--- config.mk ---
export PLATFORM = sky130hd
export DESIGN_NAME = cbe_ctrl
export DESIGN_NICKNAME = d
export VERILOG_FILES = /design/src/design/cbe_pkg.sv /design/src/design/cbe_ctrl.sv
export SDC_FILE = /design/constraint.sdc
export NUM_CORES = 1
export LEC_CHECK = 0
export BUFFER_PORTS_ARGS = -buffer_cell sky130_fd_sc_hd__buf_2
export CAP_MARGIN = 25
export CORE_ASPECT_RATIO = 0.7
export CORE_MARGIN = 2
export CORE_UTILIZATION = 36
export DETAILED_ROUTE_END_ITERATION = 10
export PLACE_DENSITY_LB_ADDON = 0.2
export REMOVE_ABC_BUFFERS = 1
export SETUP_SLACK_MARGIN = 0.1
export SLEW_MARGIN = 20
export SYNTH_ARGS = -nofsm -noshare
export SYNTH_HDL_FRONTEND = slang
export SYNTH_SLANG_ARGS = --single-unit
export TNS_END_PERCENT = 30
--- constraint.sdc ---
create_clock -name clk -period 2.9 [get_ports clk]
set_clock_uncertainty 0.1 [all_clocks]
set_input_delay 0.725 -clock clk [delete_from_list [all_inputs] [get_ports clk]]
set_output_delay 0.725 -clock clk [all_outputs]
set_load 0.005 [all_outputs]
--- src/design/cbe_pkg.sv ---
// Shared types, constants and tables for the class bound entropy block.
package cbe_pkg;

    // Configuration register indexes
    localparam int CFG_IDX_W = 2;
    localparam logic [CFG_IDX_W-1:0] CFG_UPPER = 2'd0;
    localparam logic [CFG_IDX_W-1:0] CFG_LOWER = 2'd1;
    localparam logic [CFG_IDX_W-1:0] CFG_STEEP = 2'd2;

    localparam logic [15:0] STEEP_RESET = 16'd2564;

    // Field widths
    localparam int FIELD_W   = 32;
    localparam int THETA_W   = 24;
    localparam int SUM_W     = 32;
    localparam int ULOG_W    = 40;
    localparam int LOG_W     = 21;
    localparam int ENT_W     = 20;
    localparam int TOTAL_W   = 30;
    localparam int CLSOUT_W  = 10;
    localparam int REM_W     = 42;
    localparam int LOW_W     = 24;
    localparam int EXP_W     = 63;
    localparam int ACC_W     = 126;

    // log2 of 2^23 in Q.16
    localparam logic [LOG_W-1:0] LOG_BIAS = 21'(23 * 65536);
    localparam logic [ENT_W-1:0] ENT_MAX  = '1;

    typedef logic [31:0][EXP_W-1:0] f_tab_t;

    // Repeated squares of exp(-2^-24) in Q2.62, one per exponent bit
    function automatic f_tab_t exp_factors();
        f_tab_t            tab;
        logic [EXP_W-1:0]  f;
        logic [ACC_W-1:0]  p;
        f = 63'h3FFF_FFC0_0000_2000;
        for (int k = 0; k < 32; k++)
        begin
            tab[k] = f;
            p = {63'b0, f} * {63'b0, f} + (126'(1) << 61);
            f = p[124:62];
        end
        return tab;
    endfunction

    typedef enum logic [4:0] {
        ST_IDLE, ST_DA_LD, ST_DA_STEP, ST_XMUL, ST_EXP_BIT, ST_EXP_PP, ST_EXP_RND,
        ST_DB_LD, ST_DB_STEP, ST_TH_ST, ST_TL_LD, ST_TL_NORM, ST_TL_SQ, ST_TERM,
        ST_CHK, ST_SL_LD, ST_SL_NORM, ST_SL_SQ, ST_DH_LD, ST_DH_STEP, ST_H_CALC,
        ST_H_ZERO, ST_FIN
    } cbe_state_t;

    typedef enum logic [4:0] {
        OP_NONE, OP_ACCEPT, OP_DA_LD, OP_DIV_STEP, OP_XMUL, OP_EXP_PP, OP_EXP_RND,
        OP_DB_LD, OP_TH_ST, OP_TL_LD, OP_SL_LD, OP_NORM, OP_SQ, OP_TERM, OP_DH_LD,
        OP_H_CALC, OP_H_ZERO, OP_FIN
    } dp_op_t;

    typedef struct packed {
        dp_op_t      op;
        logic [5:0]  idx;
        logic [1:0]  sub;
    } dp_cmd_t;

    typedef struct packed {
        logic empty_range;
        logic x_bit;
        logic norm_done;
        logic theta_zero;
        logic sum_zero;
        logic last_item;
        logic out_free;
    } dp_stat_t;

endpackage

--- src/design/cbe_ctrl.sv ---
// Sequencer for the entropy datapath: divider, exponential and log steps.
module cbe_ctrl
    import cbe_pkg::*;
(
    input  logic     clk,
    input  logic     rst_n,
    input  logic     in_valid,
    output logic     in_ready,
    input  dp_stat_t stat,
    output dp_cmd_t  cmd
);

    cbe_state_t state_reg, state_next;
    logic [5:0] cnt_reg, cnt_next;
    logic [1:0] sub_reg, sub_next;

    // Hold state and step counters
    always_ff @(posedge clk or negedge rst_n)
    begin
        if (!rst_n)
        begin
            state_reg <= ST_IDLE;
            cnt_reg   <= '0;
            sub_reg   <= '0;
        end
        else
        begin
            state_reg <= state_next;
            cnt_reg   <= cnt_next;
            sub_reg   <= sub_next;
        end
    end

    // Advance through the per-item sequence
    always_comb
    begin
        state_next = state_reg;
        cnt_next   = cnt_reg;
        sub_next   = sub_reg;
        case (state_reg)
            ST_IDLE:    if (in_valid) state_next = ST_DA_LD;
            ST_DA_LD:
            begin
                cnt_next   = '0;
                state_next = stat.empty_range ? ST_XMUL : ST_DA_STEP;
            end
            ST_DA_STEP:
            begin
                if (cnt_reg == 6'd16) state_next = ST_XMUL;
                else cnt_next = cnt_reg + 6'd1;
            end
            ST_XMUL:
            begin
                cnt_next   = '0;
                state_next = ST_EXP_BIT;
            end
            ST_EXP_BIT:
            begin
                if (stat.x_bit)
                begin
                    sub_next   = '0;
                    state_next = ST_EXP_PP;
                end
                else if (cnt_reg == 6'd31) state_next = ST_DB_LD;
                else cnt_next = cnt_reg + 6'd1;
            end
            ST_EXP_PP:
            begin
                if (sub_reg == 2'd3) state_next = ST_EXP_RND;
                else sub_next = sub_reg + 2'd1;
            end
            ST_EXP_RND:
            begin
                if (cnt_reg == 6'd31) state_next = ST_DB_LD;
                else
                begin
                    cnt_next   = cnt_reg + 6'd1;
                    state_next = ST_EXP_BIT;
                end
            end
            ST_DB_LD:
            begin
                cnt_next   = '0;
                state_next = ST_DB_STEP;
            end
            ST_DB_STEP:
            begin
                if (cnt_reg == 6'd23) state_next = ST_TH_ST;
                else cnt_next = cnt_reg + 6'd1;
            end
            ST_TH_ST:   state_next = stat.theta_zero ? ST_CHK : ST_TL_LD;
            ST_TL_LD:   state_next = ST_TL_NORM;
            ST_TL_NORM:
            begin
                if (stat.norm_done)
                begin
                    cnt_next   = '0;
                    state_next = ST_TL_SQ;
                end
            end
            ST_TL_SQ:
            begin
                if (cnt_reg == 6'd15) state_next = ST_TERM;
                else cnt_next = cnt_reg + 6'd1;
            end
            ST_TERM:    state_next = ST_CHK;
            ST_CHK:
            begin
                if (!stat.last_item) state_next = ST_IDLE;
                else if (stat.sum_zero) state_next = ST_H_ZERO;
                else state_next = ST_SL_LD;
            end
            ST_SL_LD:   state_next = ST_SL_NORM;
            ST_SL_NORM:
            begin
                if (stat.norm_done)
                begin
                    cnt_next   = '0;
                    state_next = ST_SL_SQ;
                end
            end
            ST_SL_SQ:
            begin
                if (cnt_reg == 6'd15) state_next = ST_DH_LD;
                else cnt_next = cnt_reg + 6'd1;
            end
            ST_DH_LD:
            begin
                cnt_next   = '0;
                state_next = ST_DH_STEP;
            end
            ST_DH_STEP:
            begin
                if (cnt_reg == 6'd23) state_next = ST_H_CALC;
                else cnt_next = cnt_reg + 6'd1;
            end
            ST_H_CALC:  state_next = ST_FIN;
            ST_H_ZERO:  state_next = ST_FIN;
            ST_FIN:     if (stat.out_free) state_next = ST_IDLE;
            default:    state_next = ST_IDLE;
        endcase
    end

    // Drive datapath commands
    always_comb
    begin
        in_ready = 1'b0;
        cmd.op   = OP_NONE;
        cmd.idx  = cnt_reg;
        cmd.sub  = sub_reg;
        case (state_reg)
            ST_IDLE:
            begin
                in_ready = 1'b1;
                if (in_valid) cmd.op = OP_ACCEPT;
            end
            ST_DA_LD:   cmd.op = OP_DA_LD;
            ST_DA_STEP: cmd.op = OP_DIV_STEP;
            ST_XMUL:    cmd.op = OP_XMUL;
            ST_EXP_PP:  cmd.op = OP_EXP_PP;
            ST_EXP_RND: cmd.op = OP_EXP_RND;
            ST_DB_LD:   cmd.op = OP_DB_LD;
            ST_DB_STEP: cmd.op = OP_DIV_STEP;
            ST_TH_ST:   cmd.op = OP_TH_ST;
            ST_TL_LD:   cmd.op = OP_TL_LD;
            ST_TL_NORM: cmd.op = OP_NORM;
            ST_TL_SQ:   cmd.op = OP_SQ;
            ST_TERM:    cmd.op = OP_TERM;
            ST_SL_LD:   cmd.op = OP_SL_LD;
            ST_SL_NORM: cmd.op = OP_NORM;
            ST_SL_SQ:   cmd.op = OP_SQ;
            ST_DH_LD:   cmd.op = OP_DH_LD;
            ST_DH_STEP: cmd.op = OP_DIV_STEP;
            ST_H_CALC:  cmd.op = OP_H_CALC;
            ST_H_ZERO:  cmd.op = OP_H_ZERO;
            ST_FIN:     if (stat.out_free) cmd.op = OP_FIN;
            default:    cmd.op = OP_NONE;
        endcase
    end

endmodule

# ---- After elaboration in Yosys (flattened, before gate mapping)
# Index checks and enable logic that the tools add are counted.
dict set report classes {
  addsub 2
  mux 32
  n_reduce_logical 12
  n_eq_ne 45
}
# cell count
set op_table {}
lappend op_table {{$pmux W5 S22} 1}
lappend op_table {{$pmux W5 S17} 1}
lappend op_table {{$mux W5} 15}
lappend op_table {{$pmux W6 S7} 1}
lappend op_table {{$eq A5 B4 Y1 const B} 8}
lappend op_table {{$mux W6} 6}
lappend op_table {{$eq A5 B5 Y1 const B} 7}
lappend op_table {{$ne A2 B2 Y1 const B} 16}
lappend op_table {{$eq A5 B3 Y1 const B} 4}
lappend op_table {{$eq A6 B5 Y1 const B} 3}
lappend op_table {{$reduce_and A11 Y1} 1}
lappend op_table {{$eq A5 B2 Y1 const B} 2}
lappend op_table {{$reduce_or A2 Y1} 4}
lappend op_table {{$reduce_bool A7 Y1} 1}
lappend op_table {{$add A6 B1 Y6 const B} 1}
lappend op_table {{$eq A6 B4 Y1 const B} 1}
lappend op_table {{$mux W2} 3}
lappend op_table {{$reduce_and A6 Y1} 1}
lappend op_table {{$eq A5 B1 Y1 const B} 1}
lappend op_table {{$logic_not A5 Y1} 1}
lappend op_table {{$pmux W2 S2} 1}
lappend op_table {{$reduce_or A4 Y1} 1}
lappend op_table {{$mux W1} 3}
lappend op_table {{$mux W3} 1}
lappend op_table {{7 further kinds} 7}
dict set report totals {
  wordCells 94
  out_inout_bits 14
  reg_bits 13
  inputBits 10
}

# ---- Longest topological paths before layout
# Gate-level depths: netlist of run 1.
dict set report depth {
  depth_word 4
  depth_mapped 7
  depth_no_buf 6
}

# ---- Least setup slack after synthesis of run 1
# Ideal clock, no wire load.
dict set report synth_timing {
  kind {reg-to-output}
  from {reg state_reg[1]}
  to {out cmd[10] (netlist name)}
  path_slack_ps 289
  required_ps 2075
  arrival_time_ps 1786
  path_buffers 2
  path_stages_with_launch 7
  cell_sequence {dfrtp_1 -> clkbuf_1 -> clkbuf_1 -> nand2b_1 -> or3b_2 -> a31oi_1 -> o22ai_1}
}
# element line
set synth_lines {}
lappend synth_lines {{from (decl)} cbe_ctrl.sv:13} ;# cbe_state_t state_reg, state_next;
lappend synth_lines {{from (signal assigned)} cbe_ctrl.sv:28} ;# state_reg <= state_next;
lappend synth_lines {{to (decl)} cbe_ctrl.sv:10} ;# output dp_cmd_t cmd

==> flow_summary.ini, run 1 <==
[timing]
period_minus_slack_ns = 2.67
finalSetupViolations = 0
hold_violations = 0
timing.final.max_slew_violations = 0
fin_setup_tns_ns = 0
maxSlewHeadroom = 0.626
worst_pin_slew_ns = 0.558
period_share = 0.922
max_freq_mhz = 374
rsz0062_at_grt = yes

[logic_synthesis]
synth_area_leaders = dfrtp_1, o21ai_0, a21oi_1
yosys.area.top_type_share = 0.225
yosysTopAreaCell = dfrtp_1
ys.flop_type = dfrtp_1
synth_seq_area_share = 0.225
syn_inst = 189
synthDistinctLibCells = 52
syn_area_mm2 = 0.00145
synth.ff_latch_count = 13
synth_edf_count = 0
synth_most_common_cell = clkbuf_1
ys_async_sr_fraction = 1.00
netlist_top_cells_count = clkbuf_1, o21ai_0, a21oi_1, dfrtp_1, nor2_1
ys_warn_count = 0
syn_area_per_cell_um2 = 7.66

[placement]
hpwl_um = 3040
place_area_mm2 = 0.00163
io_buffers = 23
gp_congestion = 0.868

[critical_path]
startpoint_type = register
cp.arrival_ns = 1.85
reg2reg_depth = 6
path_class = reg2out
required_ns = 2.08
slowest_stage = dfrtp_1
crit_family = simple AND/OR/NAND/NOR gates
crit_chain = nand2b_1 > or3b_2 > a31oi_1 > o22ai_1 > buf_2
crit_fanout = 10
critPathBufInv = 1
worstSetupEndpointType = output port
max_stage_delay_ns = 0.49
cp.depth = 5

[routing]
routed_via_density = 5.92
drc = 0
wl_per_cell_um = 15.6
wirelength_um = 4040
ant_nets = 0
via_count = 1540
first_pass_iters = 4
wl_met3_um = 264
wl_met1_um = 2130
drt_iter0_drc = 104
wl_met2_um = 1640
highest_layer = met4

[die]
die_w_um = 79.8
design.core.area_mm2 = 0.00390
rows = 19
start_util = 0.371
dieHeight_um = 57.1
dieArea_mm2 = 0.00455
io_pins = 24

[cells_and_area]
area_growth_pct = 16.2
postLayoutCellArea_mm2 = 0.00168
fin_nets = 222
diodes = 0
largest_reg_flops = 6
post-route-util = 0.431
drive_gt1_frac = 0.250

[pwr]
total_power_mw = 0.362
power_density_mw_per_mm2 = 216
cellLeakagePower_nw = 0.688
ir_worst_vdd_mv = 0.276

[cts]
ctsHtreeMaxLevel = 1
cts_buffers = 3
post_cts_resized = 0
insertion_delay_ns = 0.24
cts_buffer_depth = 2
clk_pin_slew_ns = 0.06
cts_tree = built
ctsHoldBuffers = 0
cts_sinks = 13
post-cts-setup-buffer-count = 0
ctsRootBufferMaster = clkbuf_8

[grt]
overflow = 0
antenna_found_initial = 0
grt_max_degree = 25
grt_pass1_wl_um = 6720
grt_pass1_vias = 1351
track_usage = 0.185

[hold_path]
hold_path_class = in2async

[job]
drv_cap = 0

[run_status]
outcome = finished, final reports clean
## metrics by stage
step                      setup WS [ns]  hold slack (ns)  cells
after floorplan                   0.404            0.329    173
after global placement            0.385            0.418    256
after detailed placement          0.383            0.415    256
after CTS                         0.144            0.275    260
after global routing             0.0982            0.281    260
final                             0.225            0.262    260
## area by class of cell
cell class	count	area [um^2]
clock buffer	3	41.3
clock inverter	1	5.00
fill	433	2220
inverter	8	30.0
multi-input combinational	152	1020
sequential	13	328
tap	52	65.1
timing repair buffer	31	188
## cell usage in the layout, fill, tap and decap left out, types with 5 or more instances in the layout
| master | Yosys | layout |
|---|---|---|
| nor2b_1 | 7 | 7 |
| buf_4 | 0 | 7 |
| dfrtp_1 | 13 | 11 |
| inv_1 | 8 | 8 |
| buf_2 | 0 | 23 |
| a21oi_1 | 13 | 13 |
| nor3_1 | 7 | 7 |
| nand2_1 | 6 | 6 |
| nand3_1 | 5 | 5 |
| nand2b_1 | 6 | 6 |
| nor2_1 | 11 | 11 |
| o21ai_0 | 14 | 14 |
| a31oi_1 | 6 | 6 |
| a211oi_1 | 6 | 6 |
## metal layers
layer  GRT usage  up-vias
met3      0.0411        2
met1       0.306      729
li1            -      765
met4      0.0145        0
met2       0.252       44
met5           0        -
## cell families (layout without fill, tap and decap cells)
group | count (synthesis) | count (layout) | share of synthesized area
muxes | 5 | 5 | 0.0398
buffers and inverters | 24 | 43 | 0.0674
adders and majority gates | 3 | 3 | 0.0259
and+or+nand+nor | 82 | 82 | 0.364
DFF | 13 | 13 | 0.225
AOI/OAI and AO/OA | 62 | 62 | 0.278
## report_power, final
group	total [mW]	switching [mW]	internal (mW)
registers	0.181	0	0.181
clock network	0.167	0.0725	0.0950
logic	0.0137	0.00798	0.00570
## worst paths after layout
| check | start | endpoint | slack [ns] |
|---|---|---|---|
| setup / recovery | state_reg[0] | cmd[10] | 0.23 |
| max in group asynchronous | rst_n | state_reg[4] | 2.17 |
| hold / removal | rst_n | cnt_reg[3] | 0.26 |
| min in group clk | sub_reg[0] | sub_reg[0] | 0.42 |
| hold reg to reg | sub_reg[0] | sub_reg[0] | 0.42 |
| setup reg to reg | state_reg[1] | cnt_reg[0] | 0.41 |
Note: power is estimated with default switching activity, not from simulation.
==> inputs of run 2 (changes only) <==
clock period = 3 ns   (was 2.9 ns; I/O delays follow)
==> run 2 against run 1 <==
Non-clock buffer count unchanged. Sequential cell count unchanged. Global-route usage down 0.39 points. Clock power down 2%. Clock-buffer cell count unchanged. Combinational power down 4%. Total power down 3.1%. Critical path depth unchanged. Register-to-register slack about the same. Largest cell class unchanged.
==> flow_summary.ini, run 2 (synthesis gave the netlist of run 1 again) <==
[critical_path]
worstSetupEndpointType = output port
max_stage_delay_ns = 0.48
reg2reg_from = state_reg[2]
required_ns = 2.15
critPathBufInv = 1
crit_fanout = 13
slowest_stage = dfrtp_2
reg2reg_depth = 6
crit_family = simple AND/OR/NAND/NOR gates
cp.arrival_ns = 1.87
startpoint_type = register
path_class = reg2out
r2r_end = state_reg[0]
crit_chain = nand2b_1 > or3b_2 > a31oi_1 > o22ai_1 > buf_2
r2r_slack_ns = 0.42

[cts]
ctsRootBufferMaster = clkbuf_8
cts_buffer_depth = 2
cts_sinks = 13
cts_buffers = 3
ctsHtreeMaxLevel = 1
insertion_delay_ns = 0.25
clk_pin_slew_ns = 0.06
cts_tree = built
ctsHoldBuffers = 0

[grt]
overflow = 0
antenna_found_initial = 0
grt_pass1_vias = 1285
track_usage = 0.181
grt_pass1_wl_um = 6580
grt_max_degree = 24

[cells_and_area]
largest_reg_flops = 6
post-route-util = 0.428
diodes = 0
final_cell_mix = buf_2, o21ai_0, a21oi_1, nor2_1, dfrtp_1
layout_commonest_cell = buf_2
area_growth_pct = 15.3
drive_gt1_frac = 0.250
fill_cells = 408
fin_nets = 222
layout.cells.non_filler = 260

[timing]
fin_setup_tns_ns = 0
rsz0062_at_grt = no
hold_violations = 0
finalSetupViolations = 0
worst_pin_slew_ns = 0.651
max_freq_mhz = 368
timing.final.max_slew_violations = 0
period_minus_slack_ns = 2.72
period_share = 0.906
maxSlewHeadroom = 0.566

[routing]
drc = 0
routed_via_density = 5.78
first_pass_iters = 4
wirelength_um = 3880
wl_per_cell_um = 14.9
via_count = 1503
drt_iter0_drc = 151
ant_nets = 0

[die]
dieHeight_um = 57.1
io_pins = 24
dieArea_mm2 = 0.00455
rows = 19
die_w_um = 79.8
design.core.area_mm2 = 0.00390
start_util = 0.371

[pwr]
power_density_mw_per_mm2 = 210
ir_worst_vdd_mv = 0.199
cellLeakagePower_nw = 0.687

[job]
drv_cap = 0

[run_status]
outcome = finished, final reports clean

[placement]
hpwl_um = 2910
gp_congestion = 0.827
io_buffers = 23
place_inst = 256

[hold_path]
hold_path_class = in2async
run 2: worst max-delay path by stage:
stage | startpoint | endpoint | slack, ns | cells after the start
finish | state_reg[1] | cmd[10] | 0.28 | 5
global route | state_reg[1] | cmd[8] | 0.12 | 6
CTS | state_reg[1] | cmd[10] | 0.20 | 5
detailed placement | state_reg[0] | state_reg[0] | 0.41 | 6
global placement | state_reg[0] | state_reg[4] | 0.43 | 6
floorplan | state_reg[1] | cmd[10] | 0.48 | 4
run 2: final cells by class:
| class | instances | area [um^2] | share of cell area |
|---|---|---|---|
| Clock inverter | 1 | 5.00 | 0.00300 |
| Inverter | 8 | 30.0 | 0.0180 |
| Sequential cell | 13 | 328 | 0.196 |
| Clock buffer | 3 | 41.3 | 0.0247 |
| Timing Repair Buffer | 31 | 175 | 0.105 |
| Tap cell | 52 | 65.1 | 0.0390 |
| Multi-Input combinational cell | 152 | 1020 | 0.614 |
run 2: stage by stage:
stage | power (mW) | hold WS [ns] | setup WS, ns | area, um^2
2_1_floorplan | 0.181 | 0.354 | 0.479 | 1380
3_3_place_gp | 0.192 | 0.428 | 0.432 | 1620
3_5_place_dp | 0.192 | 0.422 | 0.414 | 1620
4_1_cts | 0.353 | 0.297 | 0.200 | 1670
5_1_grt | 0.367 | 0.305 | 0.117 | 1670
6_report | 0.351 | 0.286 | 0.281 | 1670
run 2: power breakdown:
| part | internal, mW | switching (mW) | leakage [nW] |
|---|---|---|---|
| clock | 0.0919 | 0.0707 | 0.0255 |
| combinational | 0.00551 | 0.00768 | 0.512 |
| sequential | 0.175 | 0 | 0.149 |
run 2: per-layer routing:
layer  routed length (um)  GRT usage  vias to the layer above  part of all wire
met1                 2000      0.303                      691              0.52
met4                   18     0.0315                        0            0.0046
met3                  279     0.0491                        2             0.072
li1                     -          -                      761                 -
met2                 1580      0.227                       49              0.41
met5                    0          0                        -                 0
run 2: what timing repair did:
item / CTS / global route
setup buffers: 0 / 0
resized for setup: 0 / 2
setup endpoints to repair: 0 / 3
run 2: worst reg2reg max path, cell delays in order (launching register included):
cell      delay (ns)
dfrtp_1         0.62
buf_4           0.31
nand2b_1        0.23
o22ai_1         0.13
nor4bb_1        0.45
nand3_1         0.28
mux2_2          0.35
